<file path="config.mk">
export PLATFORM = sky130hd
export DESIGN_NAME = wheel_speed_ema_tachometer
export DESIGN_NICKNAME = d
export VERILOG_FILES = /design/src/rtl/core/tach_pkg.sv /design/src/rtl/core/wheel_speed_ema_tachometer.sv /design/src/rtl/core/tach_div.sv /design/src/rtl/core/tach_mac.sv
export SDC_FILE = /design/constraint.sdc
export NUM_CORES = 2
export LEC_CHECK = 0
export ABC_AREA = 1
export BUFFER_PORTS_ARGS = -buffer_cell sky130_fd_sc_hd__buf_2
export CAP_MARGIN = 20
export CELL_PAD_IN_SITES_DETAIL_PLACEMENT = 0
export CELL_PAD_IN_SITES_GLOBAL_PLACEMENT = 1
export CORE_AREA = 2 2 601 304
export DETAILED_ROUTE_END_ITERATION = 7
export DIE_AREA = 0 0 603 306
export GPL_ROUTABILITY_DRIVEN = 0
export PLACE_DENSITY = 0.78
export SETUP_SLACK_MARGIN = 0.5
export SLEW_MARGIN = 20
export SYNTH_ARGS = -nofsm -noshare
export SYNTH_HDL_FRONTEND = slang
export SYNTH_SLANG_ARGS = --single-unit
</file>
<file path="constraint.sdc">
create_clock -name clk -period 13.4 [get_ports clk]
set_clock_uncertainty 0.15 [all_clocks]
set_input_delay 3.35 -clock clk [delete_from_list [all_inputs] [get_ports clk]]
set_output_delay 3.35 -clock clk [all_outputs]
set_load 0.01 [all_outputs]
</file>
<file path="src/rtl/core/tach_pkg.sv">
package tach_pkg;

  // value fields and arithmetic unit sizes
  localparam int VAL_W = 40;
  localparam int DEN_W = 40;
  localparam int DIV_W = 50;
  localparam int MAC_W = 29;
  localparam int MAC_H = 42;
  localparam int MAC_P = MAC_H + MAC_W;
  localparam logic [VAL_W-1:0] VAL_MAX = '1;

  // configuration port
  localparam int CFG_IDX_W = 3;
  localparam int CFG_DATA_W = 17;
  localparam logic [CFG_IDX_W-1:0] REG_MAGNET = 3'd0;
  localparam logic [CFG_IDX_W-1:0] REG_DIAMETER = 3'd1;
  localparam logic [CFG_IDX_W-1:0] REG_WEIGHT = 3'd2;
  localparam logic [CFG_IDX_W-1:0] REG_WINDOW = 3'd3;
  localparam logic [CFG_IDX_W-1:0] REG_TIMEOUT = 3'd4;

  // opcodes and status codes
  localparam logic OP_WINDOW = 1'b0;
  localparam logic OP_PERIOD = 1'b1;
  localparam logic STATUS_OK = 1'b0;
  localparam logic STATUS_INVALID = 1'b1;

  // conversion constants
  localparam int FREQ_WIN_MUL = 1000;
  localparam int RPM_WIN_MUL = 60000;
  localparam int FREQ_PER_NUM = 1000000;
  localparam int RPM_PER_NUM = 60000000;
  localparam int ONE_Q16 = 65536;
  localparam int EMA_ROUND = 32768;
  localparam int EMA_SHIFT = 16;
  // pi in Q2.16 over 600 * 2^16, reduced by the common factor 3
  localparam int PI_DIV3 = 68629;
  localparam int SPEED_ROUND = 6553600;
  localparam int SPEED_SHIFT = 19;
  localparam int CM_DIV = 25;
  localparam int KM_MUL = 9;
  localparam int KM_ROUND = 125;
  localparam int KM_DIV = 250;

  typedef struct packed {
    logic             start;
    logic [DIV_W-1:0] num;
    logic [DEN_W-1:0] den;
  } div_req_t;

  typedef struct packed {
    logic             busy;
    logic             done;
    logic [DIV_W-1:0] quo;
  } div_rsp_t;

  typedef struct packed {
    logic             start;
    logic [MAC_W-1:0] ma;
    logic [MAC_W-1:0] mb;
    logic [VAL_W-1:0] x;
    logic [VAL_W-1:0] y;
    logic [MAC_H-1:0] init;
  } mac_req_t;

  typedef struct packed {
    logic             busy;
    logic             done;
    logic [MAC_P-1:0] product;
  } mac_rsp_t;

  // clamp a quotient to the 40-bit output range
  function automatic logic [VAL_W-1:0] sat_val(input logic [DIV_W-1:0] v);
    return (|v[DIV_W-1:VAL_W]) ? VAL_MAX : v[VAL_W-1:0];
  endfunction

endpackage

</file>
<file path="src/rtl/core/wheel_speed_ema_tachometer.sv">
// Wheel tachometer with a smoothed RPM reading.
// Input channel (in_valid / in_stall): one event per transaction, either a
// window pulse count (opcode 0) or a single pulse period (opcode 1), with the
// current time in ms. Output channel (out_valid / out_stall): one result per
// event with status, stationary flag, frequency, averaged RPM and speeds, all
// values unsigned fixed point with FRAC_BITS fraction bits, saturating.
// Configuration registers are written through cfg_we / cfg_index / cfg_data;
// the user must do so only while no event is in flight, which is not enforced.
// One event is in flight at a time: a new event is taken only after the last
// result has moved to the output register. The work is done by the bit-serial
// divider (four divisions: frequency, raw RPM, cm/s, km/h) and the bit-serial
// multiplier (two passes: average, speed); an invalid event runs only the
// speed pass and the cm/s and km/h divisions.
// The result sits in an output register: a stalled receiver holds it steady,
// and the next event is taken meanwhile but its result waits for that slot.
// Synchronous reset restores the default registers and clears the average,
// the sample flag, the stored frequency and the last pulse time.
module wheel_speed_ema_tachometer #(
  parameter int FRAC_BITS = 8
) (
  input  logic                              clk,
  input  logic                              rst,
  input  logic                              in_valid,
  output logic                              in_stall,
  input  logic                              opcode,
  input  logic [15:0]                       pulse_count,
  input  logic [31:0]                       interval_us,
  input  logic [31:0]                       now_ms,
  output logic                              out_valid,
  input  logic                              out_stall,
  output logic                              status,
  output logic                              stationary,
  output logic [tach_pkg::VAL_W-1:0]        frequency_hz,
  output logic [tach_pkg::VAL_W-1:0]        rpm_average,
  output logic [tach_pkg::VAL_W-1:0]        speed_cm_per_s,
  output logic [tach_pkg::VAL_W-1:0]        speed_km_per_h,
  input  logic                              cfg_we,
  input  logic [tach_pkg::CFG_IDX_W-1:0]    cfg_index,
  input  logic [tach_pkg::CFG_DATA_W-1:0]   cfg_data
);

  typedef enum logic [3:0] {
    S_IDLE, S_FREQ_DEN, S_FREQ_NUM, S_FREQ_RUN, S_RAW_DEN, S_RAW_NUM, S_RAW_RUN,
    S_EMA_SET, S_EMA_RUN, S_SPD_SET, S_SPD_RUN, S_CM_RUN, S_KM_RUN, S_DONE
  } state_t;

  state_t state;

  // configuration
  logic [7:0]  magnet_count;
  logic [11:0] wheel_diameter_mm;
  logic [16:0] smoothing_weight;
  logic [15:0] window_length_ms;
  logic [15:0] idle_timeout_ms;

  // latched event
  logic        opcode_r;
  logic [15:0] pulses_r;
  logic [31:0] interval_r;
  logic [31:0] now_r;

  // tachometer state
  logic [tach_pkg::VAL_W-1:0] rpm_store;
  logic                       have_sample;
  logic [31:0]                last_pulse_time;
  logic [tach_pkg::VAL_W-1:0] frequency_store;

  // working registers
  logic                       status_r;
  logic                       stationary_r;
  logic                       idle_r;
  logic                       sample_r;
  logic [31:0]                base_r;
  logic [tach_pkg::DEN_W-1:0] den_r;
  logic [tach_pkg::VAL_W-1:0] raw_r;
  logic [tach_pkg::VAL_W-1:0] cm_r;
  logic [tach_pkg::VAL_W-1:0] km_r;

  tach_pkg::div_req_t div_req;
  tach_pkg::div_rsp_t div_rsp;
  tach_pkg::mac_req_t mac_req;
  tach_pkg::mac_rsp_t mac_rsp;

  // combinational helpers
  logic                       is_window;
  logic                       bad;
  logic [31:0]                den_base;
  logic [tach_pkg::DEN_W-1:0] raw_den;
  logic [31:0]                freq_base;
  logic [31:0]                rpm_base;
  logic [tach_pkg::DIV_W-1:0] num_next;
  logic [16:0]                w_clip;
  logic [31:0]                elapsed;
  logic                       idle_hit;
  logic                       sample;
  logic [16:0]                w_eff;
  logic [16:0]                w_rest;
  logic                       use_raw;
  logic [tach_pkg::VAL_W-1:0] ema_val;
  logic [tach_pkg::MAC_W-1:0] spd_k;
  logic [tach_pkg::DIV_W-1:0] km_num;
  logic                       out_free;

  tach_div u_div (
    .clk (clk),
    .rst (rst),
    .req (div_req),
    .rsp (div_rsp)
  );

  tach_mac u_mac (
    .clk (clk),
    .rst (rst),
    .req (mac_req),
    .rsp (mac_rsp)
  );

  assign in_stall = (state != S_IDLE);
  assign out_free = !out_valid || !out_stall;

  // argument check and divider operands
  always_comb begin
    is_window = (opcode_r == tach_pkg::OP_WINDOW);
    bad = (magnet_count == '0) ||
          (is_window ? (window_length_ms == '0) : (interval_r == '0));
    den_base = is_window ? 32'(window_length_ms) : interval_r;
    raw_den = tach_pkg::DEN_W'(den_base) * tach_pkg::DEN_W'(magnet_count);
    freq_base = is_window ? 32'(pulses_r) * 32'(tach_pkg::FREQ_WIN_MUL)
                          : 32'(tach_pkg::FREQ_PER_NUM);
    rpm_base = is_window ? 32'(pulses_r) * 32'(tach_pkg::RPM_WIN_MUL)
                         : 32'(tach_pkg::RPM_PER_NUM);
    // numerator plus half the divisor gives round to nearest
    num_next = (tach_pkg::DIV_W'(base_r) << FRAC_BITS) + tach_pkg::DIV_W'(den_r >> 1);
  end

  // average update selection
  always_comb begin
    w_clip = (smoothing_weight > 17'(tach_pkg::ONE_Q16)) ? 17'(tach_pkg::ONE_Q16)
                                                          : smoothing_weight;
    elapsed  = now_r - last_pulse_time;
    idle_hit = is_window && (pulses_r == '0) && (elapsed > 32'(idle_timeout_ms));
    sample   = !is_window || (pulses_r != '0);
    if (idle_hit) begin
      // full weight on zero clears the average
      w_eff   = 17'(tach_pkg::ONE_Q16);
      use_raw = 1'b0;
    end else if (sample) begin
      w_eff   = have_sample ? w_clip : 17'(tach_pkg::ONE_Q16);
      use_raw = 1'b1;
    end else if (have_sample) begin
      // empty window decays toward zero
      w_eff   = w_clip;
      use_raw = 1'b0;
    end else begin
      w_eff   = '0;
      use_raw = 1'b0;
    end
    w_rest = 17'(tach_pkg::ONE_Q16) - w_eff;
    ema_val = (|mac_rsp.product[tach_pkg::MAC_P-1:tach_pkg::VAL_W+tach_pkg::EMA_SHIFT])
              ? tach_pkg::VAL_MAX
              : mac_rsp.product[tach_pkg::VAL_W+tach_pkg::EMA_SHIFT-1:tach_pkg::EMA_SHIFT];
  end

  // speed operands
  always_comb begin
    spd_k  = tach_pkg::MAC_W'(wheel_diameter_mm) * tach_pkg::MAC_W'(tach_pkg::PI_DIV3);
    km_num = (div_rsp.quo << 3) + div_rsp.quo + tach_pkg::DIV_W'(tach_pkg::KM_ROUND);
  end

  // sequencer, state and registered outputs
  always_ff @(posedge clk) begin
    if (rst) begin
      state             <= S_IDLE;
      out_valid         <= 1'b0;
      div_req.start     <= 1'b0;
      mac_req.start     <= 1'b0;
      magnet_count      <= 8'd1;
      wheel_diameter_mm <= 12'd660;
      smoothing_weight  <= 17'd16384;
      window_length_ms  <= 16'd100;
      idle_timeout_ms   <= 16'd1000;
      rpm_store         <= '0;
      have_sample       <= 1'b0;
      last_pulse_time   <= '0;
      frequency_store   <= '0;
    end else begin
      div_req.start <= 1'b0;
      mac_req.start <= 1'b0;
      if (out_valid && !out_stall) begin
        out_valid <= 1'b0;
      end

      // configuration writes
      if (cfg_we) begin
        case (cfg_index)
          tach_pkg::REG_MAGNET:   magnet_count      <= cfg_data[7:0];
          tach_pkg::REG_DIAMETER: wheel_diameter_mm <= cfg_data[11:0];
          tach_pkg::REG_WEIGHT:   smoothing_weight  <= cfg_data;
          tach_pkg::REG_WINDOW:   window_length_ms  <= cfg_data[15:0];
          tach_pkg::REG_TIMEOUT:  idle_timeout_ms   <= cfg_data[15:0];
          default: ;
        endcase
      end

      case (state)
        S_IDLE: begin
          if (in_valid) begin
            opcode_r   <= opcode;
            pulses_r   <= pulse_count;
            interval_r <= interval_us;
            now_r      <= now_ms;
            state      <= S_FREQ_DEN;
          end
        end
        S_FREQ_DEN: begin
          status_r     <= bad ? tach_pkg::STATUS_INVALID : tach_pkg::STATUS_OK;
          stationary_r <= 1'b0;
          den_r        <= tach_pkg::DEN_W'(den_base);
          base_r       <= freq_base;
          // invalid transaction only reports the stored values
          state        <= bad ? S_SPD_SET : S_FREQ_NUM;
        end
        S_FREQ_NUM: begin
          div_req.start <= 1'b1;
          div_req.num   <= num_next;
          div_req.den   <= den_r;
          state         <= S_FREQ_RUN;
        end
        S_FREQ_RUN: begin
          if (div_rsp.done) begin
            frequency_store <= tach_pkg::sat_val(div_rsp.quo);
            state           <= S_RAW_DEN;
          end
        end
        S_RAW_DEN: begin
          den_r  <= raw_den;
          base_r <= rpm_base;
          state  <= S_RAW_NUM;
        end
        S_RAW_NUM: begin
          div_req.start <= 1'b1;
          div_req.num   <= num_next;
          div_req.den   <= den_r;
          state         <= S_RAW_RUN;
        end
        S_RAW_RUN: begin
          if (div_rsp.done) begin
            raw_r <= tach_pkg::sat_val(div_rsp.quo);
            state <= S_EMA_SET;
          end
        end
        S_EMA_SET: begin
          if (sample) begin
            last_pulse_time <= now_r;
          end
          stationary_r  <= idle_hit;
          idle_r        <= idle_hit;
          sample_r      <= sample;
          mac_req.start <= 1'b1;
          mac_req.ma    <= tach_pkg::MAC_W'(w_eff);
          mac_req.mb    <= tach_pkg::MAC_W'(w_rest);
          mac_req.x     <= use_raw ? raw_r : '0;
          mac_req.y     <= rpm_store;
          mac_req.init  <= tach_pkg::MAC_H'(tach_pkg::EMA_ROUND);
          state         <= S_EMA_RUN;
        end
        S_EMA_RUN: begin
          if (mac_rsp.done) begin
            rpm_store <= ema_val;
            if (idle_r) begin
              have_sample <= 1'b0;
            end else if (sample_r) begin
              have_sample <= 1'b1;
            end
            state <= S_SPD_SET;
          end
        end
        S_SPD_SET: begin
          mac_req.start <= 1'b1;
          mac_req.ma    <= spd_k;
          mac_req.mb    <= '0;
          mac_req.x     <= rpm_store;
          mac_req.y     <= '0;
          mac_req.init  <= tach_pkg::MAC_H'(tach_pkg::SPEED_ROUND);
          state         <= S_SPD_RUN;
        end
        S_SPD_RUN: begin
          if (mac_rsp.done) begin
            div_req.start <= 1'b1;
            div_req.num   <= mac_rsp.product[tach_pkg::SPEED_SHIFT +: tach_pkg::DIV_W];
            div_req.den   <= tach_pkg::DEN_W'(tach_pkg::CM_DIV);
            state         <= S_CM_RUN;
          end
        end
        S_CM_RUN: begin
          if (div_rsp.done) begin
            // km/h works from the unclamped cm/s quotient
            cm_r          <= tach_pkg::sat_val(div_rsp.quo);
            div_req.start <= 1'b1;
            div_req.num   <= km_num;
            div_req.den   <= tach_pkg::DEN_W'(tach_pkg::KM_DIV);
            state         <= S_KM_RUN;
          end
        end
        S_KM_RUN: begin
          if (div_rsp.done) begin
            km_r  <= tach_pkg::sat_val(div_rsp.quo);
            state <= S_DONE;
          end
        end
        S_DONE: begin
          if (out_free) begin
            out_valid      <= 1'b1;
            status         <= status_r;
            stationary     <= stationary_r;
            frequency_hz   <= frequency_store;
            rpm_average    <= rpm_store;
            speed_cm_per_s <= cm_r;
            speed_km_per_h <= km_r;
            state          <= S_IDLE;
          end
        end
        default: state <= S_IDLE;
      endcase
    end
  end

  // checks
  a_units_exclusive: assert property (@(posedge clk) disable iff (rst)
    !(div_rsp.busy && mac_rsp.busy))
    else $error("divider and multiplier busy together");

  a_div_start_idle: assert property (@(posedge clk) disable iff (rst)
    div_req.start |-> !div_rsp.busy)
    else $error("divider started while busy");

  a_average_cleared: assert property (@(posedge clk) disable iff (rst)
    !have_sample |-> (rpm_store == '0))
    else $error("average nonzero without a sample");

  a_out_from_done: assert property (@(posedge clk) disable iff (rst)
    $rose(out_valid) |-> $past(state == S_DONE))
    else $error("result raised outside the final step");

  a_accept_blocks: assert property (@(posedge clk) disable iff (rst)
    (in_valid && !in_stall) |=> in_stall)
    else $error("second transaction taken while one is in flight");

endmodule

</file>
<file path="src/rtl/core/tach_div.sv">
module tach_div (
  input  logic               clk,
  input  logic               rst,
  input  tach_pkg::div_req_t req,
  output tach_pkg::div_rsp_t rsp
);

  localparam int CNT_W = $clog2(tach_pkg::DIV_W);
  localparam logic [CNT_W-1:0] LAST = CNT_W'(tach_pkg::DIV_W - 1);

  logic                         busy;
  logic                         done;
  logic [CNT_W-1:0]             cnt;
  logic [tach_pkg::DIV_W-1:0]   nq;
  logic [tach_pkg::DEN_W-1:0]   rem;
  logic [tach_pkg::DEN_W-1:0]   den;
  logic [tach_pkg::DEN_W:0]     trial;
  logic [tach_pkg::DEN_W:0]     diff;
  logic                         ge;

  // one quotient bit per cycle, restoring step
  always_comb begin
    trial = {rem, nq[tach_pkg::DIV_W-1]};
    diff  = trial - {1'b0, den};
    ge    = trial >= {1'b0, den};
  end

  // control
  always_ff @(posedge clk) begin
    if (rst) begin
      busy <= 1'b0;
      done <= 1'b0;
      cnt  <= '0;
    end else begin
      done <= 1'b0;
      if (req.start) begin
        busy <= 1'b1;
        cnt  <= '0;
      end else if (busy) begin
        cnt <= cnt + 1'b1;
        if (cnt == LAST) begin
          busy <= 1'b0;
          done <= 1'b1;
        end
      end
    end
  end

  // dividend shifts out at the top while quotient bits shift in below
  always_ff @(posedge clk) begin
    if (req.start) begin
      nq  <= req.num;
      den <= req.den;
      rem <= '0;
    end else if (busy) begin
      nq  <= {nq[tach_pkg::DIV_W-2:0], ge};
      rem <= ge ? diff[tach_pkg::DEN_W-1:0] : trial[tach_pkg::DEN_W-1:0];
    end
  end

  assign rsp.busy = busy;
  assign rsp.done = done;
  assign rsp.quo  = nq;

endmodule

</file>
<file path="src/rtl/core/tach_mac.sv">
module tach_mac (
  input  logic               clk,
  input  logic               rst,
  input  tach_pkg::mac_req_t req,
  output tach_pkg::mac_rsp_t rsp
);

  localparam int CNT_W = $clog2(tach_pkg::MAC_W);
  localparam logic [CNT_W-1:0] LAST = CNT_W'(tach_pkg::MAC_W - 1);

  logic                         busy;
  logic                         done;
  logic [CNT_W-1:0]             cnt;
  logic [tach_pkg::MAC_W-1:0]   ma;
  logic [tach_pkg::MAC_W-1:0]   mb;
  logic [tach_pkg::VAL_W-1:0]   x;
  logic [tach_pkg::VAL_W-1:0]   y;
  logic [tach_pkg::MAC_H-1:0]   h;
  logic [tach_pkg::MAC_W-1:0]   l;
  logic [tach_pkg::VAL_W-1:0]   add_x;
  logic [tach_pkg::VAL_W-1:0]   add_y;
  logic [tach_pkg::MAC_H:0]     s;

  // add the selected multiplicands for the current multiplier bits
  always_comb begin
    add_x = ma[0] ? x : '0;
    add_y = mb[0] ? y : '0;
    s = {1'b0, h} + (tach_pkg::MAC_H+1)'(add_x) + (tach_pkg::MAC_H+1)'(add_y);
  end

  // control
  always_ff @(posedge clk) begin
    if (rst) begin
      busy <= 1'b0;
      done <= 1'b0;
      cnt  <= '0;
    end else begin
      done <= 1'b0;
      if (req.start) begin
        busy <= 1'b1;
        cnt  <= '0;
      end else if (busy) begin
        cnt <= cnt + 1'b1;
        if (cnt == LAST) begin
          busy <= 1'b0;
          done <= 1'b1;
        end
      end
    end
  end

  // shift-right accumulator, the preset lands at bit zero of the product
  always_ff @(posedge clk) begin
    if (req.start) begin
      ma <= req.ma;
      mb <= req.mb;
      x  <= req.x;
      y  <= req.y;
      h  <= req.init;
      l  <= '0;
    end else if (busy) begin
      ma <= ma >> 1;
      mb <= mb >> 1;
      h  <= s[tach_pkg::MAC_H:1];
      l  <= {s[0], l[tach_pkg::MAC_W-1:1]};
    end
  end

  assign rsp.busy    = busy;
  assign rsp.done    = done;
  assign rsp.product = {h, l};

endmodule

</file>
# Word-level counts from Yosys, hierarchy flattened
# Index checks and enable logic that the tools add are counted.
[classes]
eq_ne = 27
add_sub_neg = 10
multipliers = 4
magnitude_cmp = 3
reduce_logical = 51
muxes = 56
bitwise_logic = 4
[ops]
columns = ["op", "count"]
rows = [
  ["one-hot mux 181 bit (2 select lines)", 1],
  ["one-hot mux 91 bit (3 select lines)", 1],
  ["two-way mux 40 bit", 6],
  ["two-way mux 91 bit", 2],
  ["two-way mux 29 bit", 4],
  ["two-way mux 50 bit", 2],
  ["two-way mux 17 bit", 5],
  ["two-way mux 42 bit", 2],
  ["one-hot mux 40 bit (2 select lines)", 1],
  ["two-way mux 32 bit", 2],
  ["one-hot mux 32 bit (2 select lines)", 1],
  ["one-hot mux 4 bit (14 select lines)", 1],
  ["adder 50 bit", 1],
  ["adder 50 x 7 -> 50 bit, second input constant", 1],
  ["adder 42 x 40 -> 43 bit", 1],
  ["adder 43 x 40 -> 43 bit", 1],
  ["adder 40 x 39 -> 41 bit", 1],
  ["greater-or-equal comparator 41 x 40 -> 1 bit", 1],
  ["multiplier 32 x 8 -> 40 bit", 1],
  ["subtractor 40 bit", 1],
  ["two-way mux 4 bit", 9],
  ["> comparator 32 x 16 -> 1 bit", 1],
  ["zero test 16 bit", 2],
  ["zero test 32 bit", 1],
  ["other kinds (41)", 106],
]
[word_totals]
register_bits = 1252
inputBits = 106
out_inout_bits = 164
wordCells = 209

# Longest topological paths before layout
[depth]
depth_word = 7
ltp_mapped = 33
depth_no_buf = 32

# Hierarchy
# Synthesis repeated with hierarchy kept, for this count alone.
[hier_totals]
hier_cells = 8552
hier_area_um2 = 75063.2
[modules_own_cells]
columns = ["module", "area_per_inst_um2", "seq_area_each_um2", "n_inst", "cells_per_inst"]
rows = [
  ["wheel_speed_ema_tachometer", 53643.9, 23422.5, 1, 5776],
  ["tach_mac", 12449.4, 6125.9, 1, 1492],
  ["tach_div", 8969.9, 3663.5, 1, 1284],
]

# Worst setup path after synthesis
# OpenSTA, ideal clock, no wires.
[synth_timing]
path_type = "input to register"
from = "in rst"
to = "reg frequency_hz[0] (netlist bit), enable pin"
setup_ps = 686
path_slack_ps = 1568
required_ps = 12564
stages = 6
arrival_ps = 10996
path_buffers = 3
cell_sequence = "clkbuf_1 -> inv_1 -> clkbuf_1 -> clkbuf_1 -> nand2_1 -> nor2_1"
[synth_between]
elab_chain_cells = 2
[synth_rtl]
columns = ["element", "line", "source"]
rows = [
  ["start, declared", "wheel_speed_ema_tachometer.sv:22", "input logic rst,"],
  ["NOT 1 bit (no source line)", "--", ""],
  ["AND reduction 3 bit (no source line)", "--", ""],
  ["end signal, assigned", "wheel_speed_ema_tachometer.sv:316", "frequency_hz <= frequency_store;"],
  ["end, declared", "wheel_speed_ema_tachometer.sv:33", "output logic [tach_pkg::VAL_W-1:0] frequency_hz,"],
]
# No other way between the ends.
# A chain may end at the register's enable or synchronous reset.

# Final worst setup path
[layout_timing]
from = "reg opcode_r"
to = "reg den_r[31] (netlist bit), data pin"
[layout_between]
elab_chain_cells = 3
[layout_rtl]
columns = ["element", "line", "source"]
rows = [
  ["start, declared", "wheel_speed_ema_tachometer.sv:57", "logic opcode_r;"],
  ["start signal, assigned", "wheel_speed_ema_tachometer.sv:208", "opcode_r <= opcode;"],
  ["two-way mux 32 bit (*)", "wheel_speed_ema_tachometer.sv:126", "den_base = is_window ? 32'(window_length_ms) : interval_r;"],
  ["multiplier 32 x 8 -> 40 bit", "wheel_speed_ema_tachometer.sv:127", "raw_den = tach_pkg::DEN_W'(den_base) * tach_pkg::DEN_W'(magnet_count);"],
  ["one-hot mux 40 bit (2 select lines) (*)", "wheel_speed_ema_tachometer.sv:205", "case (state)"],
  ["end signal, assigned", "wheel_speed_ema_tachometer.sv:218", "den_r <= tach_pkg::DEN_W'(den_base);"],
  ["end signal, assigned", "wheel_speed_ema_tachometer.sv:236", "den_r <= raw_den;"],
  ["end, declared", "wheel_speed_ema_tachometer.sv:74", "logic [tach_pkg::DEN_W-1:0] den_r;"],
]
# Mark *: on every way between the ends. The rest lies on a longest branch, timed or not.

==> summary.txt <==
Die
  – CORE AREA: 179,100 µm²
  – Die Wd: 603 µm
  – Num rows: 110
  – Die Y: 306 µm
  – IO Pins: 270
  – Initial cell density of the core: 0.3993
  – Die area: 184,500 µm²

Timing
  – Final worst path period share: 0.4816
  – Unrepaired setup endpoints after global routing: no
  – FMAX: 0.1549 GHz
  – Final Critical Period: 6.454 ns
  – Final setup vio count: 0
  – Setup slack after layout: 6.946 ns
  – Setup TNS: 0 ns
  – Slew HR: 0.2227
  – Final Max Tran Viols: 0
  – Slew @ Worst Pin: 1.154 ns
  – Final number of hold-violating endpoints: 0

Critical path
  – Cell mode on critical path: inv_1
  – Top Family by Delay on Critical Path: adder cells
  – WP data arrival: 6.75 ns
  – CP cell instances: inv_1, or2_2, o21ai_0, inv_1, nand2_1, fa_1, inv_1, fa_1, inv_1, fa_1, fa_1, inv_1, ha_1, a21oi_1, inv_1, a31oi_1, a21boi_1, o21ai_1, a21boi_1, o21ai_1, a21oi_1, nand2_1, nand3_1, o21ai_1
  – Slowest stage delay, CP: 0.59 ns
  – Critical Setup Path Class: flop to flop
  – R2R Path Start: opcode_r
  – Worst-path fanout max: 20
  – Worst path buffer plus inverter count: 6
  – Reg2reg setup slack: 6.95 ns
  – Slowest CP cell: fa_1
  – Worst path required time: 13.70 ns
  – R2R depth: 24
  – Crit end category: flop
  – Reg2Reg Capture Point: den_r[31]
  – Worst setup SP type: flop

CTS
  – Clk_lat worst skew: 0.77 ns
  – CTS resizes: 0
  – Cts bufs inserted: 110
  – H-tree depth: 3
  – Hold buffers post-CTS: 0
  – Clock sink count: 1,169
  – CTS Root Cell: clkbuf_16
  – Max clock buf depth: 3
  – Post-CTS repair timing setup buffer count: 0
  – Clock-pin transition on the worst setup and hold timing paths: 0.07 ns
  – CTS tree: yes

Hold path
  – Worst hold path class: flop to flop
  – Hold path endpoint: u_div.den[10]
  – Min-Delay Startpoint: div_req[10]
  – Hold path depth: 0

Pwr
  – Flop pwr share: 0.370
  – Sw Share: 0.3630
  – Pleak: 34.22 nW
  – Cell Pwr Density: 144.4 nW/µm²
  – Internal power: 7.316 mW
  – Gate power share: 0.335
  – Maximum vdd drop: 0.1407 mV
  – Clock share of power: 0.294
  – Sw Pwr: 4.169 mW

Yosys
  – Synthesized netlist net count: 8,735
  – Fraction of registers with async set/reset: 0
  – Dominant cells by area after synthesis: edfxtp_1 38%, fa_1 9.7%, ha_1 9.1%, nand2_1 7.7%, dfxtp_1 7.2%
  – Synth Register Bits: 1,169
  – Post-synthesis mux area share: 0
  – Syn Inst Count: 7,761
  – Sequential-to-total area share from yosys stat: 0.4550
  – Post-Synth XOR/XNOR Area: 0.01519
  – Cell area after synthesis: 71,500 µm²
  – Synth Area in Adders: 0.1882
  – Post-synth top area cell: edfxtp_1
  – Synth cell types: 60
  – Ys Warns: 0
  – Compound-Gate Fraction of Synth Area: 0.1203
  – Top cell type's share of synthesized area: 0.3830
  – Post-synth EDFFs: 912
  – Primary FF master, synth: edfxtp_1
  – Avg Inst Size Synth: 9.213 µm²
  – Largest family of logic cells by synthesized area: adder cells
  – Simple-Gate Fraction of Synth Area: 0.1397

Route
  – Metal-1 WL: 93.59 mm
  – Met2 wire len: 84.47 mm
  – Max layer used: met5
  – WL final: 194.9 mm
  – DR vias: 53,300
  – Routed Antenna Nets: 0
  – DRC: 0
  – Avg Vias per Cell: 5.077
  – WL met3: 12.00 mm
  – Routed length per instance: 18.56 µm
  – Drt pass-1 iters: 6
  – Iteration-0 DRC Markers: 4,357

Global route
  – Largest net degree at the start of global routing: 126
  – Initial antenna violation count: 8
  – First-pass GRT wire length: 301.4 mm
  – Vias in the first global route: 51,470
  – Gr ovfl total: 0
  – GRT Total Usage: 0.2093

Placed design
  – DP Worst Slack: 6.629 ns
  – Post-DP Area: 75,590 µm²
  – Post-DP HPWL: 149.7 mm
  – Cells after DPL: 10,290
  – I/O Buffers: 269

Layout
  – Share of cells above drive strength 1: 0.07493
  – Highest-count cells in the layout ignoring fill and taps: 1,470 x nand2_1, 1,324 x inv_1, 912 x edfxtp_1, 663 x nor2_1, 625 x o21ai_0
  – Post-Layout Cell Count: 10,500
  – Commonest non-fill, non-tap cell in the layout: nand2_1
  – Finished layout cell area: 79,510 µm²
  – Core Util, Final: 0.4441
  – Final #Nets: 8,964
  – Syn-to-layout area delta: 11.21%

Flow run
  – Max Cap Violations: 0

Status
  – Status: finished, final reports clean
[area by class of cell]
class	instances	area, µm²
Tap cell	2408	3013
Clock inverter	82	1006
Fill cell	17380	99550
Inverter	1346	5056
Antenna cell	3	7.507
Timing Repair Buffer	318	1729
Sequential cell	1169	32540
Multi-Input combinational cell	5045	33260
Clock buffer	128	2903
[power groups by stage]
| stage | Clock, mW | Combinational (mW) | Sequential (mW) |
|---|---|---|---|
| floorplan | 0 | 2.78 | 4.28 |
| global placement | 0 | 3.79 | 4.33 |
| detailed placement | 0 | 3.81 | 4.33 |
| CTS | 3.45 | 3.84 | 4.25 |
| global route | 3.58 | 4.38 | 4.27 |
| finish | 3.38 | 3.85 | 4.25 |
[how the worst max path moves through the flow]
stage	end	start	slack (ns)	depth (start not counted)
final	den_r[31]	opcode_r	6.95	24
after global routing	den_r[31]	opcode_r	6.41	24
after CTS	den_r[31]	opcode_r	6.94	24
after detailed placement	pulses_r[15]	rst	6.63	7
after global placement	pulses_r[15]	rst	6.66	7
after floorplan	frequency_hz[0]	rst	1.57	6
[logic make-up (layout without fill, tap and decap cells)]
| family | count (synthesis) | in the layout |
|---|---|---|
| AOI/OAI and AO/OA | 1572 | 1572 |
| xor gates and xnor gates | 124 | 124 |
| adders and majority gates | 868 | 868 |
| buffers and inverters | 1547 | 1874 |
| DFF | 1169 | 1169 |
| other | 0 | 3 |
| and+or+nand+nor | 2481 | 2481 |
[synthesized netlist by cell type (3+ instances only)]
| cell type | n |
|---|---|
| a211oi_1 | 7 |
| a21boi_0 | 11 |
| a21boi_1 | 6 |
| a21o_1 | 23 |
| a21oi_1 | 598 |
| a221oi_1 | 10 |
| a31oi_1 | 101 |
| and2_1 | 6 |
| and3_1 | 10 |
| buf_1 | 15 |
| buf_2 | 5 |
| clkbuf_1 | 178 |
| clkinv_1 | 10 |
| dfxtp_1 | 257 |
| edfxtp_1 | 912 |
| fa_1 | 346 |
| ha_1 | 522 |
| inv_1 | 1328 |
| inv_2 | 8 |
| nand2_1 | 1473 |
| nand2_2 | 11 |
| nand3_1 | 139 |
| nand3_2 | 4 |
| nand3b_1 | 4 |
| nand4_1 | 45 |
| nor2_1 | 670 |
| nor2_2 | 9 |
| nor3_1 | 39 |
| nor3_2 | 3 |
| nor3b_1 | 6 |
| nor4_1 | 31 |
| o211ai_1 | 53 |
| o21a_1 | 22 |
| o21ai_0 | 625 |
| o21ai_1 | 26 |
| o21ai_2 | 7 |
| o21bai_1 | 20 |
| o221ai_1 | 24 |
| o22ai_1 | 17 |
| o31ai_1 | 8 |
| o32ai_1 | 3 |
| or2_2 | 26 |
| xnor2_1 | 48 |
| xor2_1 | 76 |
[metal layers]
| metal | GRT usage | vias to the layer above |
|---|---|---|
| met2 | 0.3241 | 1444 |
| met4 | 0.05231 | 6 |
| met1 | 0.3077 | 25470 |
| met5 | 0 | - |
| li1 | - | 26150 |
| met3 | 0.02990 | 234 |
[registers in the layout (all words and copies together), names as in the netlist, 42 cells and up]
signal / count
mac_req: 129
u_mac.h: 42
u_div.nq: 50
div_req: 91
[stage by stage]
step           power [mW]  hold WS (ns)
3_3_place_gp        8.121        0.2504
3_5_place_dp        8.140        0.2545
5_1_grt             12.23        0.2361
6_report            11.49        0.2197
2_1_floorplan       7.056        0.2503
4_1_cts             11.54        0.2129
No activity file was read; power rests on OpenSTA's default activity.
